File: src/hdl/rdp_pkg.sv
`default_nettype none
// ----------------------------------------------------------------------------
// rdp_pkg: shared definitions of the positional ring deque
// Command and status codes, field widths and the packed item and result
// records that travel between the top level and the sequencer.
// ----------------------------------------------------------------------------
package rdp_pkg;

    // Field widths fixed by the stream format.
    localparam int CMD_W   = 4;
    localparam int POS_W   = 5;
    localparam int VAL_W   = 32;
    localparam int CAP_W   = 5;
    localparam int LEN_W   = 5;
    localparam int ST_W    = 2;

    // Default storage geometry.
    localparam int DEPTH_DEF      = 16;
    localparam int DATA_WIDTH_DEF = 32;

    // Command codes.
    typedef enum logic [CMD_W-1:0] {
        CMD_PUSH_FRONT = 4'd0,
        CMD_PUSH_BACK  = 4'd1,
        CMD_INSERT_AT  = 4'd2,
        CMD_POP_FRONT  = 4'd3,
        CMD_POP_BACK   = 4'd4,
        CMD_REMOVE_AT  = 4'd5,
        CMD_READ_AT    = 4'd6,
        CMD_WRITE_AT   = 4'd7,
        CMD_CLEAR      = 4'd8
    } t_cmd;

    // Status codes.
    typedef enum logic [ST_W-1:0] {
        ST_DONE  = 2'd0,
        ST_FULL  = 2'd1,
        ST_EMPTY = 2'd2,
        ST_RANGE = 2'd3
    } t_status;

    // Input item, last field in the lowest bits.
    typedef struct packed {
        logic [VAL_W-1:0] value;
        logic [POS_W-1:0] position;
        logic [CMD_W-1:0] command;
    } t_item;

    // Result item, last field in the lowest bits.
    typedef struct packed {
        logic [ST_W-1:0]  status;
        logic             is_full;
        logic             is_empty;
        logic [LEN_W-1:0] length_now;
        logic [VAL_W-1:0] read_data;
    } t_result;

    localparam int ITEM_W    = $bits(t_item);
    localparam int RES_W     = $bits(t_result);
    localparam int S_TDATA_W = ((ITEM_W + 7) / 8) * 8;
    localparam int M_TDATA_W = ((RES_W + 7) / 8) * 8;

endpackage
`default_nettype wire

File: src/hdl/rdp_ring_ram.sv
`default_nettype none
// ----------------------------------------------------------------------------
// rdp_ring_ram: ring slot storage
// Simple dual-port synchronous memory, one write and one read port, with
// registered read data.
// ----------------------------------------------------------------------------
module rdp_ring_ram #(
    parameter int DEPTH      = rdp_pkg::DEPTH_DEF,
    parameter int DATA_WIDTH = rdp_pkg::DATA_WIDTH_DEF
) (
    input  wire                          i_clk,
    input  wire                          i_we,
    input  wire  [$clog2(DEPTH)-1:0]     i_waddr,
    input  wire  [DATA_WIDTH-1:0]        i_wdata,
    input  wire                          i_re,
    input  wire  [$clog2(DEPTH)-1:0]     i_raddr,
    output logic [DATA_WIDTH-1:0]        o_rdata
);

    logic [DATA_WIDTH-1:0] r_mem [DEPTH];
    logic [DATA_WIDTH-1:0] r_rdata;

    // Write port.
    always_ff @(posedge i_clk) begin
        if (i_we) begin
            r_mem[i_waddr] <= i_wdata;
        end
    end

    // Read port with registered data.
    always_ff @(posedge i_clk) begin
        if (i_re) begin
            r_rdata <= r_mem[i_raddr];
        end
    end

    assign o_rdata = r_rdata;

endmodule
`default_nettype wire

File: src/hdl/rdp_seq.sv
`default_nettype none
// ----------------------------------------------------------------------------
// rdp_seq: command sequencer of the positional ring deque
// Holds the front index and the element count, decodes one command at a
// time and drives the ring memory. Positional insert and remove walk the
// nearer side one element per cycle, reading one slot while writing the
// slot read in the cycle before.
// ----------------------------------------------------------------------------
module rdp_seq #(
    parameter int DEPTH      = rdp_pkg::DEPTH_DEF,
    parameter int DATA_WIDTH = rdp_pkg::DATA_WIDTH_DEF
) (
    input  wire                            i_clk,
    input  wire                            i_rst_n,
    // Configuration: effective capacity and its write strobe.
    input  wire                            i_cfg_we,
    input  wire  [rdp_pkg::CAP_W-1:0]      i_cap,
    // Command side.
    input  wire                            i_start,
    input  rdp_pkg::t_item                 i_item,
    output logic                           o_ready,
    // Result side.
    input  wire                            i_out_free,
    output logic                           o_res_load,
    output rdp_pkg::t_result               o_res,
    // Ring memory.
    output logic                           o_ram_we,
    output logic [$clog2(DEPTH)-1:0]       o_ram_waddr,
    output logic [DATA_WIDTH-1:0]          o_ram_wdata,
    output logic                           o_ram_re,
    output logic [$clog2(DEPTH)-1:0]       o_ram_raddr,
    input  wire  [DATA_WIDTH-1:0]          i_ram_rdata
);

    localparam int AW = $clog2(DEPTH);
    localparam int PW = rdp_pkg::POS_W;
    localparam int LW = rdp_pkg::POS_W + 2;

    typedef enum logic [5:0] {
        S_IDLE   = 6'b000001,
        S_DECODE = 6'b000010,
        S_MOVE   = 6'b000100,
        S_FINAL  = 6'b001000,
        S_RDWAIT = 6'b010000,
        S_DONE   = 6'b100000
    } t_state;

    // Physical slot of logical index k, where k runs from -1 to capacity.
    function automatic logic [PW-1:0] slot_of(input logic [PW-1:0] front,
                                              input logic [PW-1:0] cap,
                                              input logic signed [LW-1:0] k);
        logic signed [LW-1:0] c;
        logic signed [LW-1:0] sum;
        c   = $signed({2'b00, cap});
        sum = $signed({2'b00, front}) + k;
        if (sum < 0) begin
            sum = sum + c;
        end else if (sum >= c) begin
            sum = sum - c;
        end
        return PW'(sum);
    endfunction

    // Unsigned count or position as a signed logical index.
    function automatic logic signed [LW-1:0] lg(input logic [PW-1:0] x);
        return $signed({2'b00, x});
    endfunction

    t_state                  r_state,  n_state;
    rdp_pkg::t_item          r_item,   n_item;
    logic [PW-1:0]           r_front,  n_front;
    logic [PW-1:0]           r_count,  n_count;
    logic [rdp_pkg::ST_W-1:0] r_status, n_status;
    logic [rdp_pkg::VAL_W-1:0] r_rd,   n_rd;
    logic signed [LW-1:0]    r_src,    n_src;
    logic signed [LW-1:0]    r_wdst,   n_wdst;
    logic [PW-1:0]           r_left,   n_left;
    logic                    r_wpend,  n_wpend;
    logic                    r_ins,    n_ins;
    logic                    r_dn,     n_dn;

    logic                    ram_we;
    logic                    ram_re;
    logic [PW-1:0]           ram_wslot;
    logic [PW-1:0]           ram_rslot;
    logic [DATA_WIDTH-1:0]   ram_wdata;
    logic [PW-1:0]           slot_back;
    logic [PW-1:0]           slot_fwd;
    logic [PW-1:0]           slot_pos;
    logic [PW-1:0]           half;
    logic signed [LW-1:0]    dd;
    logic [PW-1:0]           pos;

    assign pos       = r_item.position;
    assign half      = r_count >> 1;
    assign slot_back = slot_of(r_front, i_cap, -LW'(1));
    assign slot_fwd  = slot_of(r_front, i_cap, LW'(1));
    assign slot_pos  = slot_of(r_front, i_cap, lg(pos));
    // Destination offset of a move; the source walks the other way.
    assign dd        = r_dn ? -LW'(1) : LW'(1);

    // Next-state and memory control.
    always_comb begin
        n_state   = r_state;
        n_item    = r_item;
        n_front   = r_front;
        n_count   = r_count;
        n_status  = r_status;
        n_rd      = r_rd;
        n_src     = r_src;
        n_wdst    = r_wdst;
        n_left    = r_left;
        n_wpend   = 1'b0;
        n_ins     = r_ins;
        n_dn      = r_dn;
        ram_we    = 1'b0;
        ram_re    = 1'b0;
        ram_wslot = '0;
        ram_rslot = '0;
        ram_wdata = DATA_WIDTH'(r_item.value);

        case (r_state)
            S_IDLE: begin
                if (i_start) begin
                    n_item  = i_item;
                    n_state = S_DECODE;
                end
            end

            S_DECODE: begin
                n_status = rdp_pkg::ST_DONE;
                n_rd     = '0;
                n_state  = S_DONE;
                case (r_item.command)
                    rdp_pkg::CMD_PUSH_FRONT, rdp_pkg::CMD_PUSH_BACK,
                    rdp_pkg::CMD_INSERT_AT: begin
                        if (r_count >= i_cap) begin
                            n_status = rdp_pkg::ST_FULL;
                        end else if (r_item.command == rdp_pkg::CMD_PUSH_BACK ||
                                     (r_item.command == rdp_pkg::CMD_INSERT_AT &&
                                      pos >= r_count)) begin
                            // Append at the back.
                            ram_we    = 1'b1;
                            ram_wslot = slot_of(r_front, i_cap, lg(r_count));
                            n_count   = r_count + 1'b1;
                        end else if (r_item.command == rdp_pkg::CMD_PUSH_FRONT ||
                                     pos == '0) begin
                            // Step the front back by one and store there.
                            ram_we    = 1'b1;
                            ram_wslot = slot_back;
                            n_front   = slot_back;
                            n_count   = r_count + 1'b1;
                        end else if (pos >= half) begin
                            // Open a gap by moving the back part up.
                            n_ins   = 1'b1;
                            n_dn    = 1'b0;
                            n_src   = lg(r_count) - LW'(1);
                            n_left  = r_count - pos;
                            n_state = S_MOVE;
                        end else begin
                            // Open a gap by moving the front part down.
                            n_ins   = 1'b1;
                            n_dn    = 1'b1;
                            n_src   = '0;
                            n_left  = pos;
                            n_state = S_MOVE;
                        end
                    end

                    rdp_pkg::CMD_POP_FRONT, rdp_pkg::CMD_POP_BACK,
                    rdp_pkg::CMD_REMOVE_AT: begin
                        if (r_count == '0) begin
                            n_status = rdp_pkg::ST_EMPTY;
                        end else if (r_item.command == rdp_pkg::CMD_REMOVE_AT &&
                                     pos >= r_count) begin
                            n_status = rdp_pkg::ST_RANGE;
                        end else if (r_item.command == rdp_pkg::CMD_POP_FRONT ||
                                     (r_item.command == rdp_pkg::CMD_REMOVE_AT &&
                                      pos == '0 && r_count > PW'(1))) begin
                            n_front = slot_fwd;
                            n_count = r_count - 1'b1;
                        end else if (r_item.command == rdp_pkg::CMD_POP_BACK ||
                                     pos == r_count - 1'b1) begin
                            n_count = r_count - 1'b1;
                        end else if (pos >= half) begin
                            // Close the gap by moving the back part down.
                            n_ins   = 1'b0;
                            n_dn    = 1'b1;
                            n_src   = lg(pos) + LW'(1);
                            n_left  = r_count - 1'b1 - pos;
                            n_state = S_MOVE;
                        end else begin
                            // Close the gap by moving the front part up.
                            n_ins   = 1'b0;
                            n_dn    = 1'b0;
                            n_src   = lg(pos) - LW'(1);
                            n_left  = pos;
                            n_state = S_MOVE;
                        end
                    end

                    rdp_pkg::CMD_READ_AT: begin
                        if (pos >= r_count) begin
                            n_status = rdp_pkg::ST_RANGE;
                        end else begin
                            ram_re    = 1'b1;
                            ram_rslot = slot_pos;
                            n_state   = S_RDWAIT;
                        end
                    end

                    rdp_pkg::CMD_WRITE_AT: begin
                        if (pos >= r_count) begin
                            n_status = rdp_pkg::ST_RANGE;
                        end else begin
                            ram_we    = 1'b1;
                            ram_wslot = slot_pos;
                        end
                    end

                    rdp_pkg::CMD_CLEAR: begin
                        n_front = '0;
                        n_count = '0;
                    end

                    default: begin
                        // Unused codes change nothing.
                    end
                endcase
            end

            S_MOVE: begin
                // Issue the next source read.
                if (r_left != '0) begin
                    ram_re    = 1'b1;
                    ram_rslot = slot_of(r_front, i_cap, r_src);
                    n_src     = r_src - dd;
                    n_wdst    = r_src + dd;
                    n_left    = r_left - 1'b1;
                    n_wpend   = 1'b1;
                end
                // Store the element read in the cycle before.
                if (r_wpend) begin
                    ram_we    = 1'b1;
                    ram_wslot = slot_of(r_front, i_cap, r_wdst);
                    ram_wdata = i_ram_rdata;
                end
                if (r_left == '0) begin
                    n_state = S_FINAL;
                end
            end

            S_FINAL: begin
                n_state = S_DONE;
                if (r_ins) begin
                    ram_we = 1'b1;
                    if (r_dn) begin
                        ram_wslot = slot_of(r_front, i_cap, lg(pos) - LW'(1));
                        n_front   = slot_back;
                    end else begin
                        ram_wslot = slot_pos;
                    end
                    n_count = r_count + 1'b1;
                end else begin
                    if (!r_dn) begin
                        n_front = slot_fwd;
                    end
                    n_count = r_count - 1'b1;
                end
            end

            S_RDWAIT: begin
                n_rd    = rdp_pkg::VAL_W'(i_ram_rdata);
                n_state = S_DONE;
            end

            S_DONE: begin
                if (i_out_free) begin
                    n_state = S_IDLE;
                end
            end

            default: begin
                n_state = S_IDLE;
            end
        endcase

        // A capacity write empties the deque.
        if (i_cfg_we) begin
            n_front = '0;
            n_count = '0;
        end
    end

    // Control registers.
    always_ff @(posedge i_clk) begin
        if (!i_rst_n) begin
            r_state <= S_IDLE;
            r_front <= '0;
            r_count <= '0;
            r_left  <= '0;
            r_wpend <= 1'b0;
        end else begin
            r_state <= n_state;
            r_front <= n_front;
            r_count <= n_count;
            r_left  <= n_left;
            r_wpend <= n_wpend;
        end
    end

    // Payload registers.
    always_ff @(posedge i_clk) begin
        r_item   <= n_item;
        r_status <= n_status;
        r_rd     <= n_rd;
        r_src    <= n_src;
        r_wdst   <= n_wdst;
        r_ins    <= n_ins;
        r_dn     <= n_dn;
    end

    // Outputs.
    assign o_ready     = (r_state == S_IDLE);
    assign o_res_load  = (r_state == S_DONE) && i_out_free;
    assign o_ram_we    = ram_we;
    assign o_ram_waddr = AW'(ram_wslot);
    assign o_ram_wdata = ram_wdata;
    assign o_ram_re    = ram_re;
    assign o_ram_raddr = AW'(ram_rslot);

    always_comb begin
        o_res            = '0;
        o_res.read_data  = r_rd;
        o_res.length_now = r_count;
        o_res.is_empty   = (r_count == '0);
        o_res.is_full    = (r_count == i_cap);
        o_res.status     = r_status;
    end

    // The element count never exceeds the capacity.
    a_count_cap: assert property (@(posedge i_clk) disable iff (!i_rst_n)
        r_count <= i_cap)
        else $error("element count above capacity");

    // The front index always names a slot inside the capacity.
    a_front_cap: assert property (@(posedge i_clk) disable iff (!i_rst_n)
        r_front < i_cap)
        else $error("front index outside the ring");

    // A move never reads the slot that it writes in the same cycle.
    a_no_collide: assert property (@(posedge i_clk) disable iff (!i_rst_n)
        (o_ram_we && o_ram_re) |-> (o_ram_waddr != o_ram_raddr))
        else $error("read and write of one slot in one cycle");

    // An idle sequencer leaves the memory alone.
    a_idle_quiet: assert property (@(posedge i_clk) disable iff (!i_rst_n)
        (r_state == S_IDLE) |-> (!o_ram_we && !o_ram_re))
        else $error("memory access while idle");

endmodule
`default_nettype wire

File: src/hdl/ring_deque_positional.sv
`default_nettype none
// ----------------------------------------------------------------------------
// ring_deque_positional: circular deque with positional insert and remove
// Top level: stream ports, capacity register, result output register, the
// command sequencer and the ring memory.
// ----------------------------------------------------------------------------
//
//  Channel   Direction  Handshake              Contents
//  s_axis    in         tvalid/tready          command, position, value
//  m_axis    out        tvalid/tready          read_data, length, flags, status
//  cfg       in         i_cfg_we, no wait      capacity
//
// Push, pop, write and clear pass through the decode and done states to a valid
// result, a read also through a read-wait state. A positional insert or remove
// that moves n elements, n being at most about half the held count, adds a move
// and a final state; the single read and single write port of the ring memory
// move one element per cycle. One command is in work at a time; the next is
// accepted while a result waits in the output register, and a stalled output
// holds the sequencer in its done state. Reset needs no clearing pass.
// ----------------------------------------------------------------------------
module ring_deque_positional #(
    parameter int DEPTH      = rdp_pkg::DEPTH_DEF,
    parameter int DATA_WIDTH = rdp_pkg::DATA_WIDTH_DEF
) (
    input  wire                               i_clk,
    input  wire                               i_rst_n,
    // Command stream.
    input  wire                               s_axis_tvalid,
    output logic                              s_axis_tready,
    // tdata: command[3:0], position[8:4], value[40:9], zeros above.
    input  wire  [rdp_pkg::S_TDATA_W-1:0]     s_axis_tdata,
    // Result stream.
    output logic                              m_axis_tvalid,
    input  wire                               m_axis_tready,
    // tdata: read_data[31:0], length_now[36:32], is_empty[37], is_full[38],
    // status[40:39], zeros above.
    output logic [rdp_pkg::M_TDATA_W-1:0]     m_axis_tdata,
    // Capacity register write.
    input  wire                               i_cfg_we,
    input  wire  [rdp_pkg::CAP_W-1:0]         i_cfg_wdata
);

    localparam int AW      = $clog2(DEPTH);
    localparam int CAP_MAX = 2 ** rdp_pkg::CAP_W - 1;
    localparam int CAP_RST = (DEPTH > CAP_MAX) ? CAP_MAX : DEPTH;
    localparam int PAD_W   = rdp_pkg::M_TDATA_W - rdp_pkg::RES_W;

    logic [rdp_pkg::CAP_W-1:0] r_cap, n_cap;
    logic                      r_m_valid;
    rdp_pkg::t_result          r_m_res;

    logic                      seq_ready;
    logic                      res_load;
    rdp_pkg::t_result          seq_res;
    rdp_pkg::t_item            in_item;
    logic                      out_free;
    logic                      ram_we;
    logic                      ram_re;
    logic [AW-1:0]             ram_waddr;
    logic [AW-1:0]             ram_raddr;
    logic [DATA_WIDTH-1:0]     ram_wdata;
    logic [DATA_WIDTH-1:0]     ram_rdata;

    // Capacity written as zero acts as one, above the ring size as the ring size.
    always_comb begin
        if (i_cfg_wdata == '0) begin
            n_cap = rdp_pkg::CAP_W'(1);
        end else if (int'(i_cfg_wdata) > DEPTH) begin
            n_cap = rdp_pkg::CAP_W'(DEPTH);
        end else begin
            n_cap = i_cfg_wdata;
        end
    end

    always_ff @(posedge i_clk) begin
        if (!i_rst_n) begin
            r_cap <= rdp_pkg::CAP_W'(CAP_RST);
        end else if (i_cfg_we) begin
            r_cap <= n_cap;
        end
    end

    // Input transfer.
    assign in_item       = rdp_pkg::t_item'(s_axis_tdata[rdp_pkg::ITEM_W-1:0]);
    assign s_axis_tready = seq_ready;

    // Output register, refilled in the cycle its content is taken.
    assign out_free = !r_m_valid || m_axis_tready;

    always_ff @(posedge i_clk) begin
        if (!i_rst_n) begin
            r_m_valid <= 1'b0;
        end else if (res_load) begin
            r_m_valid <= 1'b1;
        end else if (m_axis_tready) begin
            r_m_valid <= 1'b0;
        end
    end

    always_ff @(posedge i_clk) begin
        if (res_load) begin
            r_m_res <= seq_res;
        end
    end

    assign m_axis_tvalid = r_m_valid;
    assign m_axis_tdata  = {{PAD_W{1'b0}}, r_m_res};

    // Command sequencer.
    rdp_seq #(
        .DEPTH      (DEPTH),
        .DATA_WIDTH (DATA_WIDTH)
    ) u_seq (
        .i_clk       (i_clk),
        .i_rst_n     (i_rst_n),
        .i_cfg_we    (i_cfg_we),
        .i_cap       (r_cap),
        .i_start     (s_axis_tvalid && seq_ready),
        .i_item      (in_item),
        .o_ready     (seq_ready),
        .i_out_free  (out_free),
        .o_res_load  (res_load),
        .o_res       (seq_res),
        .o_ram_we    (ram_we),
        .o_ram_waddr (ram_waddr),
        .o_ram_wdata (ram_wdata),
        .o_ram_re    (ram_re),
        .o_ram_raddr (ram_raddr),
        .i_ram_rdata (ram_rdata)
    );

    // Ring slot memory.
    rdp_ring_ram #(
        .DEPTH      (DEPTH),
        .DATA_WIDTH (DATA_WIDTH)
    ) u_ram (
        .i_clk   (i_clk),
        .i_we    (ram_we),
        .i_waddr (ram_waddr),
        .i_wdata (ram_wdata),
        .i_re    (ram_re),
        .i_raddr (ram_raddr),
        .o_rdata (ram_rdata)
    );

endmodule
`default_nettype wire
File: config.mk
export PLATFORM = sky130hd
export DESIGN_NAME = ring_deque_positional
export DESIGN_NICKNAME = d
export VERILOG_FILES = /design/src/hdl/rdp_pkg.sv /design/src/hdl/rdp_ring_ram.sv /design/src/hdl/rdp_seq.sv /design/src/hdl/ring_deque_positional.sv
export SDC_FILE = /design/constraint.sdc
export NUM_CORES = 1
export LEC_CHECK = 0
export BUFFER_PORTS_ARGS = -buffer_cell sky130_fd_sc_hd__buf_2
export CORE_ASPECT_RATIO = 0.75
export CORE_MARGIN = 2
export CORE_UTILIZATION = 54
export DETAILED_ROUTE_END_ITERATION = 10
export GPL_ROUTABILITY_DRIVEN = 0
export PLACE_DENSITY = 0.7
export REMOVE_ABC_BUFFERS = 1
export SETUP_SLACK_MARGIN = 0.15
export SYNTH_ARGS = -nofsm -noshare
export SYNTH_HDL_FRONTEND = slang
export SYNTH_HIERARCHICAL = 1
export SYNTH_SLANG_ARGS = --single-unit
File: constraint.sdc
create_clock -name i_clk -period 10.5 [get_ports i_clk]
set_clock_uncertainty 0.05 [all_clocks]
set_input_delay 2.1 -clock i_clk [delete_from_list [all_inputs] [get_ports i_clk]]
set_output_delay 2.1 -clock i_clk [all_outputs]
set_load 0.02 [all_outputs]
---- Word-level counts from Yosys, hierarchy flattened ----
Memory sizes are Yosys's and may differ from the RTL's. A register that Yosys moved wholly into a read port is not among the register bits.
Index checks and enable logic that the tools add are counted.
W data, S select, Z words.
cells by class
  bitwise logic cells ..................... 1
  multiplexer cells ....................... 128
  add/sub/neg operators ................... 31
  order comparisons ....................... 19
  equal/unequal tests ..................... 42
  reductions and logical operators ........ 36
operators with widths
  operator              number
  $mux W5               33
  $mux W7               11
  $mux W4               19
  $mux W6               11
  $mux W32              2
  $pmux W32 S2          1
  $pmux W5 S2           4
  $pmux W5 S3           2
  $pmux W6 S5           1
  $mux W1               29
  $ge A7 B6 Y1          4
  $lt A7 B1 Y1 const B  4
  $pmux W7 S2           2
  $ne A3 B3 Y1 const B  9
  $add A4 B4 Y4         5
  $logic_not A5 Y1      4
  $reduce_and A10 Y1    2
  $sub A4 B4 Y4         5
  $sub A5 B5 Y5         4
  $ge A6 B5 Y1          3
  $lt A6 B1 Y1 const B  3
  $pmux W6 S3           1
  $eq A4 B3 Y1 const B  4
  $pmux W4 S2           2
  other kinds (48)      92
storage, ports and cells
  bits in registers ....................... 160
  output and inout port bits .............. 50
  bits of input ports ..................... 58
  word-level logic and storage cells ...... 279
  RAM bits ................................ 512
  memories ................................ 1
memories
  name         words  width  read ports  clocked after Yosys merged registers in  wr ports  RTL line            RTL
  u_ram.r_mem  16     32     1           1                                        1         rdp_ring_ram.sv:20  logic [DATA_WIDTH-1:0] r_mem [DEPTH];

---- Longest topological paths before layout ----
  word-level depth ........................ 9
  mapped depth ............................ 17
  gate-level depth less buffers ........... 17

---- Hierarchy ----
The synthesis kept the hierarchy.
by module, submodules not included
  module                 cells each  instances  area each (um^2)  seq. area each (um^2)
  rdp_ring_ram           838         1          20155.6           16335.7
  rdp_seq                1031        1          9858.2            3173.0
  ring_deque_positional  77          1          1541.5            1351.3

---- Least setup slack after synthesis ----
OpenSTA, ideal clock, no wires.
  path type ............................... reg2reg
  from .................................... reg u_seq.r_item, in the netlist u_seq/pos[1]
  to ...................................... mem u_ram/r_mem[0][0] (netlist name), enable pin
  period minus slack after synthesis ...... 6.666 ns
  data arrival time ....................... 6.155 ns
  path slack .............................. 3.834 ns
  buffers on the path ..................... 1
  stages on the path, launching flop included .. 18
  setup time .............................. 0.461 ns
  path through ............................ edfxtp_1 inv_1 ha_1 inv_1 fa_1 xor2_1 ha_1 clkbuf_1 nand2_1 o21ai_0 a311oi_1 o211ai_1 mux2i_1 mux2i_1 a21oi_1 nand3_1 or3b_2 nor3_1
RTL lines
  item                                                  RTL line                      RTL
  from (decl)                                           rdp_seq.sv:70                 rdp_pkg::t_item r_item, n_item;
  from (signal assigned)                                rdp_seq.sv:314                r_item <= n_item;
  $sub A5 B1 Y6                                         rdp_seq.sv:258                ram_wslot = slot_of(r_front, i_cap, lg(pos) - LW'(1));
  $add A6 B6 Y7                                         rdp_seq.sv:55                 sum = $signed({2'b00, front}) + k;
  $ge A7 B6 Y1 / $sub A4 B4 Y4 (equally long branches)  rdp_seq.sv:58, rdp_seq.sv:59
  $mux W4                                               rdp_seq.sv:58                 end else if (sum >= c) begin
  $mux W4                                               rdp_seq.sv:56                 if (sum < 0) begin
  $mux W4                                               rdp_seq.sv:257                if (r_dn) begin
  $mux W4                                               rdp_seq.sv:255                if (r_ins) begin
  $pmux W4 S3 (*)                                       rdp_seq.sv:122                case (r_state)
  named net ram_waddr[3]                                ring_deque_positional.sv:59   logic [AW-1:0] ram_waddr;
  to (decl)                                             rdp_ring_ram.sv:20
Mark *: on every way through the listed nets, which the timed path passes. The rest lies on a longest branch.

---- Worst setup path after layout ----
  from .................................... reg u_seq.r_item, in the netlist u_seq/pos[0]
  to ...................................... reg u_ram.r_rdata[0] (netlist: u_ram/o_rdata[0]) (read register of u_ram.r_mem) (data pin)
between the ends
  word-level cells in the longest chain between the ends .. 7
ends and longest elaborated chain
  item                                                  RTL line                      RTL
  $add A5 B5 Y6                                         rdp_seq.sv:55
  $ge A6 B5 Y1 / $sub A4 B4 Y4 (equally long branches)  rdp_seq.sv:58, rdp_seq.sv:59
  $mux W4                                               rdp_seq.sv:58
  $mux W4                                               rdp_seq.sv:56
  $mux W4 (*)                                           rdp_seq.sv:203                if (pos >= r_count) begin
  $mux W4 (*)                                           rdp_seq.sv:134                case (r_item.command)
  $pmux W4 S2 (*)                                       rdp_seq.sv:122
  named net ram_raddr[0]                                ring_deque_positional.sv:60   logic [AW-1:0] ram_raddr;
  to (decl)                                             rdp_ring_ram.sv:21            logic [DATA_WIDTH-1:0] r_rdata;
Marks and branches as above.
A chain may end at the register's enable or synchronous reset.

==> flow_summary.toml <==
[outcome]
status = "completed"

[grt]
grtUsageTotal_pct = 24.26
first_global_vias = 17710
grt_max_degree = 69
top_usage_layer = "met2"
grt_pass1_wl_mm = 108.9
globalRouteMet3Util_pct = 5.809
use_met2_pct = 37.83
antenna_found_initial = 1
overflow = 0
met1_usage_pct = 34.86

[clocking]
ctsResizeCount = 0
cts-root-buf = "clkbuf_16"
cts.path.max_buffers = 3
numCtsBuffers = 68
post_cts_buffers = 0
hold_buffers = 0
cts_tree = "done"
htree_levels = 3
clkLatencyLatePin_ps = 610
cts_sinks = 704
clk_pin_slew_ps = 60

[setup_path]
critPathKind = "reg -> reg"
critPathRequiredTime_ps = 10800
cp_cell_sequence = "inv_1, ha_1, ha_1, inv_1, fa_1, a21oi_1, o21ai_0, a2111oi_2, mux2_2, o22ai_4, buf_4, buf_4, mux4_2, a22oi_1, nand2_1"
crit_buf_inv = 4
crit_slowest_cell = "buf_4"
start_kind = "flop"
arrival_ps = 6580
end_kind = "flop"
worstPathMaxFanout = 42
critical-path-top-delay-family = "buffers and inverters"
critical_path.max_stage_delay_ps = 760

[synthesis]
synth.mux.area_fraction_pct = 11.47
synthArstFlopShare_pct = 0
synth_area_leaders = "edfxtp_1 64%, mux4_2 9.1%, ha_1 4.3%"
synthAdderAreaFrac_pct = 5.591
yosysWarnings = 6
synthSimpleGateAreaFrac_pct = 6.023
synthDistinctLibCells = 84
synth_top_family_by_area = "multiplexers"
syn_area_um2 = 31560
synth_cells = 1946
yosys.area.top_type = "edfxtp_1"
ys_ff_latch = 704
synth-edff-count = 676
synth_compound_area_share_pct = 6.745
yosys.area_share.xor_xnor_pct = 1.860
synth_top_flop_cell = "edfxtp_1"
ys_seq_area_share_pct = 66.11
yosys.area.top_type_share_pct = 64.33
avgSynthCellArea_um2 = 16.22

[power_and_ir_drop]
ir_drop_v = 0.0001253
p_per_area_nw_per_um2 = 176.1
total_leakage_power_nw = 11.94

[drt]
drc = 0
viasPerCell = 6.181
drt_iter0_markers = 1944
drt-wirelength-per-cell_um = 25.03
drt_pass1_iterations = 5
wl_mm = 72.67
num_vias = 17940
ant_nets = 0

[final_layout]
antenna_cells = 0
n_fill_cell = 4133
mostFrequentLayoutCell = "edfxtp_1"
finalNetCount = 2259
post-route-cell-area_um2 = 35280
syn_to_final_growth_pct = 11.80
mostFrequentLayoutCells = "676 x edfxtp_1, 128 x mux4_2, 109 x ha_1, 93 x nand2_1, 93 x buf_2"
drive_gt1_share_pct = 20.96

[die]
die_h_um = 213.4
die-area_um2 = 60410
core.rowCount = 76
die_w_um = 283.1
core_um2 = 57630
initial_core_util_pct = 54.76
boundaryPins = 108

[sta]
max_slew_margin_pct = 11.74
slew_violations = 0
rsz0062_at_grt = "no"
period_share_pct = 59.81
fin_crit_ps = 6281
setup_viol = 0
timing.fmax_mhz = 159.2
worst_slack_ps = 4219
worst_pin_slew_ps = 1324
hold_viol = 0

[run]
maxCapViolCount = 0

[min_path]
holdCritPathClass = "reg -> reg"

[place]
hpwl_mm = 42.90
pre_cts_ws_ps = 4243
place_area_um2 = 33100
io_buffers = 93
metal layers:
layer | routed length, um | share of wire (%)
met1 | 31460 | 43
met5 | 0 | 0
met3 | 6530 | 9.0
met4 | 1531 | 2.1
met2 | 33150 | 46
sequential cells by signal (all words and copies together) (netlist names):
name and cells:
u_seq/r_count 5, u_seq/pos 5, u_seq/r_left 5, u_seq/r_wpend 1, u_seq/r_dn 1, u_seq/r_wdst 7
u_ram/o_rdata 32, u_seq/r_status 2, u_seq/r_rd 32, u_ram/r_mem 512, u_seq/r_state 6, m_axis_tdata 41
m_axis_tvalid 1, r_cap 5, u_seq/r_front 5, u_seq/r_ins 1, u_seq/r_src 7, u_seq/r_item 36
cells in the mapped netlist, drive strengths merged, types with 39 or more instances:
cell and number:
a21oi 75, a22oi 65, buf 40, clkbuf 46, edfxtp 676, ha 109
inv 73, mux4 128, nand2 95, nor2 97, o21ai 45, xnor2 39
cell type report:
type	instances	area (um2)	share of cell area (%)
Clock buffer	81	1793	5.082
Tap cell	780	975.9	2.766
Clock inverter	40	382.9	1.085
Sequential cell	704	20860	59.13
Inverter	74	277.8	0.7873
Timing Repair Buffer	136	788.3	2.234
Multi-Input combinational cell	1088	10200	28.92
logic make-up after synthesis:
group | count (synthesis)
buf+inv | 160
compound gates | 313
simple gates | 375
mux | 197
flops | 704
xor+xnor | 67
other cells | 1
fa+ha+maj | 129
report_power, final:
| group | internal [mW] | leakage (nW) | total, mW | switching [mW] |
|---|---|---|---|---|
| clock network | 1.38 | 1.06 | 2.42 | 1.04 |
| logic | 0.183 | 4.60 | 0.543 | 0.361 |
| registers | 3.21 | 6.28 | 3.25 | 0.0452 |
worst paths after layout:
path | start | to | slack (ps) | depth (start not counted)
worst max-delay path | u_seq/pos[0] | u_ram/o_rdata[0] | 4220 | 15
worst min-delay path | u_seq/r_rd[5] | m_axis_tdata[5] | 370 | 0
worst max register to register | u_seq/pos[0] | u_ram/o_rdata[0] | 4220 | 15
worst min register to register | u_seq/r_rd[5] | m_axis_tdata[5] | 370 | 0
stage by stage:
stage	util (%)	hold WS, ps	power [mW]	TNS [ps]	std cells
floorplan	-	350.3	3.666	-161420	1866
global placement	57.45	350.9	3.819	0	2782
detailed placement	57.45	355.4	3.845	0	2782
CTS	61.22	369.9	6.250	0	2903
global route	61.22	370.9	6.428	0	2903
finish	61.22	367.4	6.213	0	2903
(Power assumes the default switching activity.)
